==> src/design/tal_pkg.sv <==
// tal_pkg: shared constants, codes, state type and control structs of the
// tag allow-list table. No dependencies.
`timescale 1ns / 1ps

package tal_pkg;

   localparam int MAX_TAGS_DEFAULT = 16;
   localparam int TAG_BYTES        = 12;
   localparam int TAG_W            = TAG_BYTES * 8;

   // request codes (code 3 behaves as a lookup)
   localparam logic [1:0] REQ_LOOKUP = 2'd0;
   localparam logic [1:0] REQ_ADD    = 2'd1;
   localparam logic [1:0] REQ_REMOVE = 2'd2;

   // result status codes
   localparam logic [1:0] ST_OK      = 2'd0;
   localparam logic [1:0] ST_PRESENT = 2'd1;
   localparam logic [1:0] ST_MISSING = 2'd2;
   localparam logic [1:0] ST_FULL    = 2'd3;

   typedef enum logic [2:0] {
      S_IDLE,
      S_SCAN_RD,
      S_SCAN_CMP,
      S_SHIFT_RD,
      S_SHIFT_WR,
      S_FINISH
   } state_type;

   // controller to datapath
   typedef struct packed {
      logic       load_req;
      logic       clr_scan;
      logic       inc_idx;
      logic       rd_search;
      logic       rd_shift;
      logic       wr_append;
      logic       wr_shift;
      logic       set_hit;
      logic       dec_count;
      logic       load_rsp;
      logic [1:0] rsp_status;
   } cmd_type;

   // datapath to controller
   typedef struct packed {
      logic [1:0] req_type;
      logic       idx_lt_count;
      logic       nxt_lt_count;
      logic       tag_eq;
      logic       full;
      logic       rsp_busy;
   } sts_type;

endpackage

==> src/design/tag_allow_list_table_top.sv <==
// tag_allow_list_table_top: ordered set of up to MAX_TAGS 96-bit tags.
// Depends on tal_pkg, tal_controller and tal_datapath.
`timescale 1ns / 1ps

// usage
//   req channel: one beat is a request (req_type 0 lookup, 1 add, 2 remove,
//   3 acts as lookup) with the tag split into req_tag_high / req_tag_low
//   rsp channel: one beat per request with status, match index and the
//   entry count after the request
// timing
//   one request at a time; req_ready is high only while the sequencer idles
//   scan walks the stored entries, one read and one compare per entry, through the
//   single read port of the tag memory
//   remove then compacts the table, a read and a write per later entry
//   req_ready rises with rsp_valid
// reset
//   synchronous; clears the entry count and the sequencer, tag memory is not
//   cleared since only entries below the count are ever read
// stall
//   the result sits in an output register; a new request is taken while it
//   waits, and the next result holds in the sequencer until rsp_ready

module tag_allow_list_table_top
   import tal_pkg::*;
#(
   parameter int MAX_TAGS = MAX_TAGS_DEFAULT
) (
   input  logic        clock,
   input  logic        reset,
   input  logic        req_valid,
   output logic        req_ready,
   input  logic [1:0]  req_type,
   input  logic [31:0] req_tag_high,
   input  logic [63:0] req_tag_low,
   output logic        rsp_valid,
   input  logic        rsp_ready,
   output logic [1:0]  rsp_status,
   output logic [3:0]  rsp_match_index,
   output logic [4:0]  rsp_entry_count
);

   cmd_type cmd;
   sts_type sts;

   // sequencer: scan, append and compaction steps
   tal_controller u_ctrl (
      .clock     (clock),
      .reset     (reset),
      .req_valid (req_valid),
      .req_ready (req_ready),
      .sts       (sts),
      .cmd       (cmd)
   );

   // tag memory, count, scan index and result register
   tal_datapath #(
      .MAX_TAGS (MAX_TAGS)
   ) u_dp (
      .clock           (clock),
      .reset           (reset),
      .req_type        (req_type),
      .req_tag_high    (req_tag_high),
      .req_tag_low     (req_tag_low),
      .cmd             (cmd),
      .sts             (sts),
      .rsp_valid       (rsp_valid),
      .rsp_ready       (rsp_ready),
      .rsp_status      (rsp_status),
      .rsp_match_index (rsp_match_index),
      .rsp_entry_count (rsp_entry_count)
   );

endmodule

==> src/design/tal_datapath.sv <==
// tal_datapath: tag memory, request and response registers, scan index and
// entry count. Depends on tal_pkg; driven by tal_controller commands.
`timescale 1ns / 1ps

module tal_datapath
   import tal_pkg::*;
#(
   parameter int MAX_TAGS = MAX_TAGS_DEFAULT
) (
   input  logic              clock,
   input  logic              reset,
   input  logic [1:0]        req_type,
   input  logic [31:0]       req_tag_high,
   input  logic [63:0]       req_tag_low,
   input  cmd_type           cmd,
   output sts_type           sts,
   output logic              rsp_valid,
   input  logic              rsp_ready,
   output logic [1:0]        rsp_status,
   output logic [3:0]        rsp_match_index,
   output logic [4:0]        rsp_entry_count
);

   localparam int IDX_W = (MAX_TAGS > 1) ? $clog2(MAX_TAGS) : 1;
   localparam int CNT_W = $clog2(MAX_TAGS + 1);

   logic [TAG_W-1:0] mem [MAX_TAGS];

   logic [1:0]       req_type_ff;
   logic [TAG_W-1:0] tag_ff;
   logic [CNT_W-1:0] idx_ff,   idx_in;
   logic [CNT_W-1:0] count_ff, count_in;
   logic             hit_ff,   hit_in;
   logic [IDX_W-1:0] hit_idx_ff;
   logic [TAG_W-1:0] rdata_ff;
   logic             rsp_valid_ff, rsp_valid_in;
   logic [1:0]       rsp_status_ff;
   logic [3:0]       rsp_index_ff;
   logic [4:0]       rsp_count_ff;

   logic [CNT_W-1:0] nxt_idx;
   logic [IDX_W-1:0] rd_addr;
   logic [IDX_W-1:0] wr_addr;
   logic [TAG_W-1:0] wr_data;
   logic             wr_en;

   assign nxt_idx = idx_ff + CNT_W'(1);
   assign rd_addr = cmd.rd_shift ? nxt_idx[IDX_W-1:0] : idx_ff[IDX_W-1:0];
   assign wr_addr = cmd.wr_append ? count_ff[IDX_W-1:0] : idx_ff[IDX_W-1:0];
   assign wr_data = cmd.wr_append ? tag_ff : rdata_ff;
   assign wr_en   = cmd.wr_append | cmd.wr_shift;

   // tag memory, one write and one registered read per cycle
   always_ff @(posedge clock) begin
      if (wr_en) begin
         mem[wr_addr] <= wr_data;
      end
      if (cmd.rd_search | cmd.rd_shift) begin
         rdata_ff <= mem[rd_addr];
      end
   end

   always_comb begin
      idx_in = idx_ff;
      if (cmd.clr_scan) begin
         idx_in = '0;
      end else if (cmd.inc_idx) begin
         idx_in = nxt_idx;
      end
      count_in = count_ff;
      if (cmd.wr_append) begin
         count_in = count_ff + CNT_W'(1);
      end else if (cmd.dec_count) begin
         count_in = count_ff - CNT_W'(1);
      end
      hit_in = hit_ff;
      if (cmd.clr_scan) begin
         hit_in = 1'b0;
      end else if (cmd.set_hit) begin
         hit_in = 1'b1;
      end
      rsp_valid_in = rsp_valid_ff;
      if (cmd.load_rsp) begin
         rsp_valid_in = 1'b1;
      end else if (rsp_ready) begin
         rsp_valid_in = 1'b0;
      end
   end

   always_ff @(posedge clock) begin
      if (reset) begin
         count_ff     <= '0;
         idx_ff       <= '0;
         hit_ff       <= 1'b0;
         rsp_valid_ff <= 1'b0;
      end else begin
         count_ff     <= count_in;
         idx_ff       <= idx_in;
         hit_ff       <= hit_in;
         rsp_valid_ff <= rsp_valid_in;
      end
   end

   always_ff @(posedge clock) begin
      if (cmd.load_req) begin
         req_type_ff <= req_type;
         tag_ff      <= {req_tag_high, req_tag_low};
      end
      if (cmd.set_hit) begin
         hit_idx_ff <= idx_ff[IDX_W-1:0];
      end
      if (cmd.load_rsp) begin
         rsp_status_ff <= cmd.rsp_status;
         rsp_index_ff  <= hit_ff ? 4'(hit_idx_ff) : 4'd0;
         rsp_count_ff  <= 5'(count_ff);
      end
   end

   always_comb begin
      sts.req_type     = req_type_ff;
      sts.idx_lt_count = idx_ff < count_ff;
      sts.nxt_lt_count = nxt_idx < count_ff;
      sts.tag_eq       = rdata_ff == tag_ff;
      sts.full         = count_ff >= CNT_W'(MAX_TAGS);
      sts.rsp_busy     = rsp_valid_ff & ~rsp_ready;
   end

   assign rsp_valid       = rsp_valid_ff;
   assign rsp_status      = rsp_status_ff;
   assign rsp_match_index = rsp_index_ff;
   assign rsp_entry_count = rsp_count_ff;

endmodule

==> src/design/tal_controller.sv <==
// tal_controller: request sequencer (scan, append, compaction shift).
// Depends on tal_pkg; steers tal_datapath through cmd_type / sts_type.
`timescale 1ns / 1ps

module tal_controller
   import tal_pkg::*;
(
   input  logic    clock,
   input  logic    reset,
   input  logic    req_valid,
   output logic    req_ready,
   input  sts_type sts,
   output cmd_type cmd
);

   state_type  state_ff, state_in;
   logic [1:0] status_ff, status_in;

   always_ff @(posedge clock) begin
      if (reset) begin
         state_ff  <= S_IDLE;
         status_ff <= ST_OK;
      end else begin
         state_ff  <= state_in;
         status_ff <= status_in;
      end
   end

   always_comb begin
      state_in       = state_ff;
      status_in      = status_ff;
      cmd            = '0;
      cmd.rsp_status = status_ff;
      req_ready      = 1'b0;
      unique case (state_ff)
         S_IDLE: begin
            req_ready = 1'b1;
            if (req_valid) begin
               cmd.load_req = 1'b1;
               cmd.clr_scan = 1'b1;
               state_in     = S_SCAN_RD;
            end
         end
         S_SCAN_RD: begin
            if (sts.idx_lt_count) begin
               cmd.rd_search = 1'b1;
               state_in      = S_SCAN_CMP;
            end else begin
               // no match in the table
               state_in = S_FINISH;
               if (sts.req_type == REQ_ADD) begin
                  if (sts.full) begin
                     status_in = ST_FULL;
                  end else begin
                     cmd.wr_append = 1'b1;
                     status_in     = ST_OK;
                  end
               end else begin
                  status_in = ST_MISSING;
               end
            end
         end
         S_SCAN_CMP: begin
            if (sts.tag_eq) begin
               cmd.set_hit = 1'b1;
               if (sts.req_type == REQ_ADD) begin
                  status_in = ST_PRESENT;
                  state_in  = S_FINISH;
               end else if (sts.req_type == REQ_REMOVE) begin
                  status_in = ST_OK;
                  state_in  = S_SHIFT_RD;
               end else begin
                  status_in = ST_OK;
                  state_in  = S_FINISH;
               end
            end else begin
               cmd.inc_idx = 1'b1;
               state_in    = S_SCAN_RD;
            end
         end
         S_SHIFT_RD: begin
            if (sts.nxt_lt_count) begin
               cmd.rd_shift = 1'b1;
               state_in     = S_SHIFT_WR;
            end else begin
               cmd.dec_count = 1'b1;
               state_in      = S_FINISH;
            end
         end
         S_SHIFT_WR: begin
            cmd.wr_shift = 1'b1;
            cmd.inc_idx  = 1'b1;
            state_in     = S_SHIFT_RD;
         end
         S_FINISH: begin
            if (!sts.rsp_busy) begin
               cmd.load_rsp = 1'b1;
               state_in     = S_IDLE;
            end
         end
         default: begin
            state_in = S_IDLE;
         end
      endcase
   end

endmodule

==> config.mk <==
export PLATFORM = sky130hd
export DESIGN_NAME = tag_allow_list_table_top
export DESIGN_NICKNAME = d
export VERILOG_FILES = /design/src/design/tal_pkg.sv /design/src/design/tag_allow_list_table_top.sv /design/src/design/tal_datapath.sv /design/src/design/tal_controller.sv
export SDC_FILE = /design/constraint.sdc
export NUM_CORES = 2
export LEC_CHECK = 0
export BUFFER_PORTS_ARGS = -buffer_cell sky130_fd_sc_hd__buf_2
export CORE_ASPECT_RATIO = 1.25
export CORE_UTILIZATION = 26
export CTS_CLUSTER_DIAMETER = 100
export DETAILED_ROUTE_END_ITERATION = 6
export MAX_ROUTING_LAYER = met4
export PLACE_DENSITY_LB_ADDON = 0.05
export SLEW_MARGIN = 15
export SYNTH_ARGS = -nofsm -noshare
export SYNTH_HDL_FRONTEND = slang
export SYNTH_SLANG_ARGS = --single-unit
==> constraint.sdc <==
create_clock -name clock -period 12.38 [get_ports clock]
set_input_delay 0.619 -clock clock [delete_from_list [all_inputs] [get_ports clock]]
set_output_delay 0.619 -clock clock [all_outputs]
set_load 0.005 [all_outputs]
==> summary.md <==
| Metric | Value |
|---|---|
| Area of the multi-input gates | `21200 um2` |
| Max Clk Rate | `0.158 GHz` |
| Peak supply drop | `0.166 mV` |
| Crit path max fanout | `84` |
| DIE AREA | `295000 um2` |
| Post-synth EDFFs | `1745` |
| Min-Delay Path Class | `in -> reg` |
| Most frequent cells in the layout | `edfxtp_1 (1745), o221ai_1 (1521), a221oi_1 (380)` |
| RSZ-0062 raised after global routing | `false` |
| Fin util | `30.2%` |
| Worst hold stages | `1` |
| Initial antenna violation count | `5` |
| Type of origin of the critical path | `register` |
| Final setup fails | `0` |
| R2R Path Start | `u_dp.idx_ff[0]` |
| Register area share after synthesis | `69.2%` |
| Pwr Density | `215 nW/um2` |
| First-pass DRT Iterations | `6` |
| Max-cap viol count | `0` |
| Fin cells | `9011` |
| Reg2Reg Depth | `13` |
| Fillers | `28700` |
| Root Buffer | `clkbuf_16` |
| DR iter-0 viols | `4839` |
| Final ANT Viol Nets | `0` |
| Number of synthesized register bits | `1762` |
| IO buf count | `114` |
| Placed cells | `8537` |
| Io pins | `115` |
| DRT Wirelength | `293000 um` |
| Mean routed wirelength per cell | `32.5 um` |
| Setup TNS | `0 ns` |
| Clock Skew | `0.0520 ns` |
| Die Span Y | `607 um` |
| R2R Path End | `u_dp.rdata_ff[24]` |
| First-pass GRT wire length | `410000 um` |
| Status | `complete, no violations` |
| Hold Vio Cnt, Final | `0` |
| # H-tree levels | `4` |
| Final Max Slew Viols | `0` |
| Syn_area_per_cell | `15.3 um2` |
| Final net count | `5061` |
| Cell taking the most area after synthesis | `edfxtp_1` |
| Final HPWL from detailed placement | `145000 um` |
| Max clock buf depth | `4` |
| Worst path required time | `13.10 ns` |
| Initial Util | `26.2%` |
| Synth-to-Final Area Change | `15.2%` |
| Kind of critical path | `reg -> reg` |
| Min cycle time layout | `6.34 ns` |
| DRC | `0` |
| TritonCTS clock tree | `yes` |
| Mapped Cells | `4985` |
| Synthesized cell area | `76200 um2` |
| Core ar. | `291000 um2` |
| Post-synth ARST share | `0%` |
| Synth warn | `0` |
| Row count | `221` |
| Hold Startpoint | `req_tag_high[19]` |
| Final Total Pwr | `18900 uW` |
| Arrival time at the worst endpoint | `7.06 ns` |
| Main flop type after synthesis | `edfxtp_1` |
| Via density | `5.87` |
| Yosys top cell area share | `68.8%` |
| Congestion Overflow GR | `0` |
| FF/Latch Area | `52700 um2` |
| Synth top area cells | `edfxtp_1 (69%), o221ai_1 (17%), a221oi_1 (4.4%)` |
| Headroom to the max-slew limit | `19.0%` |
| RD Place Congestion | `0.701` |
| GRT Total Usage | `19.9%` |
| Die X-Extent | `486 um` |
| Setup bufs post-CTS | `0` |
| Syn nets | `5100` |
| Least-Margin Pin Slew | `1.21 ns` |
| Pleak | `0.0251 uW` |
| Number of buffers created by CTS | `212` |
| Tcrit/Tclk final | `51.2%` |
| CP endpoint kind | `register` |
| CTS sink cnt | `1762` |
| Worst hold endpoint | `u_dp.tag_ff[83]` |
| Largest net degree at the start of global routing | `189` |
| Post-route design area | `87800 um2` |
| Commonest non-fill, non-tap cell in the layout | `edfxtp_1` |
| Placed Instance Area | `80500 um2` |
| Vias in the first global route | `51500` |
| Clk slew on worst S/H paths | `0.06 ns` |
| Via Count | `52900` |
| Distinct cells, synth | `58` |
| Clock Latency Late Sink | `0.90 ns` |
| Layout cells sized above 1 | `10.6%` |
| R2R setup slack | `6.04 ns` |
-- cells in the mapped netlist (12+ instances only) --
library cell,number
edfxtp_1,1745
o221ai_1,1521
clkbuf_1,491
a221oi_1,380
nand2_1,301
xnor2_1,102
or4_1,95
buf_2,46
nor2_1,40
nand4_1,25
buf_6,21
buf_1,19
dfxtp_1,17
a21oi_1,15
mux2i_1,15
ha_1,12
-- layer usage --
metal	track usage, %	wire length [um]	vias to the layer above
li1	-	-	22500
met1	27.1	135000	28400
met2	31.9	140000	1637
met3	2.20	12800	348
met4	4.20	5700	0
met5	-	0	-
-- kinds of logic (layout without fill, tap and decap cells) --
| family | after synthesis | count (layout) | share of synthesized area (%) |
|---|---|---|---|
| AO/OA/AOI/OAI | 1967 | 1967 | 22.5 |
| flip-flops | 1762 | 1762 | 69.2 |
| buffers and inverters | 595 | 714 | 3.25 |
| AND/OR/NAND/NOR | 522 | 522 | 3.30 |
| XOR/XNOR | 104 | 104 | 1.20 |
| multiplexers | 22 | 22 | 0.333 |
| adder cells (fa/ha/maj) | 13 | 13 | 0.223 |
| other | 0 | 5 | 0 |
-- what timing repair did --
action / in CTS / in global routing
gates resized for setup: 0 / 0
hold buffers: 97 / 0
endpoints found under the hold margin: 97 / 0
-- worst max path at each step --
| stage | startpoint | endpoint | slack (ns) | depth (start not counted) |
|---|---|---|---|---|
| after floorplan | u_dp.count_ff[1] | u_dp.mem[5][0] | 5.75 | 10 |
| after global placement | u_dp.idx_ff[0] | u_dp.rdata_ff[83] | 5.99 | 14 |
| after detailed placement | u_dp.idx_ff[0] | u_dp.rdata_ff[93] | 5.98 | 14 |
| after CTS | u_dp.idx_ff[0] | u_dp.rdata_ff[91] | 6.00 | 14 |
| after global routing | u_dp.idx_ff[0] | u_dp.rdata_ff[28] | 5.64 | 13 |
| final | u_dp.idx_ff[0] | u_dp.rdata_ff[24] | 6.04 | 13 |
-- critical path, stage by stage (launching register included) --
cell	delay (ns)
dfxtp_4	0.87
ha_1	0.50
nand3_1	0.14
xnor2_1	0.17
ha_1	0.23
nor3_1	0.29
o21ai_1	0.20
o21a_1	0.33
nand2b_4	0.76
buf_4	0.90
buf_4	0.71
o221ai_1	0.19
a221oi_1	0.45
or4_1	0.19
-- power by group --
group | switching [uW] | internal, uW | total [uW] | leakage (uW)
Sequential | 399 | 7960 | 8360 | 0.0159
Combinational | 3270 | 1370 | 4640 | 0.00609
Clock | 2540 | 3330 | 5870 | 0.00307
Total | 6210 | 12700 | 18900 | 0.0251
-- through the flow --
stage	hold WS, ns	worst slack [ns]
5_1_grt	0.0308	5.64
3_5_place_dp	0.424	5.98
4_1_cts	0.00341	6.00
6_report	0.0850	6.04
3_3_place_gp	0.422	5.99
2_1_floorplan	0.408	5.75
-- sequential cells by signal, indices dropped and copies added (netlist names) --
register / flops
u_ctrl.state_ff: 3
u_ctrl.status_ff: 2
u_dp.count_ff: 5
u_dp.hit_ff: 1
u_dp.hit_idx_ff: 4
u_dp.idx_ff: 5
u_dp.mem: 1536
u_dp.rdata_ff: 96
u_dp.req_type_ff: 2
u_dp.rsp_entry_count: 5
u_dp.rsp_match_index: 4
u_dp.rsp_status: 2
u_dp.rsp_valid: 1
u_dp.tag_ff: 96
-- layout make-up --
cell class | instances | share of cell area (%)
sequential | 1762 | 60.1
multi-input combinational | 2628 | 24.1
clock buffer | 272 | 6.40
tap | 3902 | 5.56
timing repair buffer | 331 | 2.97
clock inverter | 100 | 0.770
inverter | 11 | 0.0642
antenna | 5 | 0.0143
No activity file was read; power rests on OpenSTA's default activity.
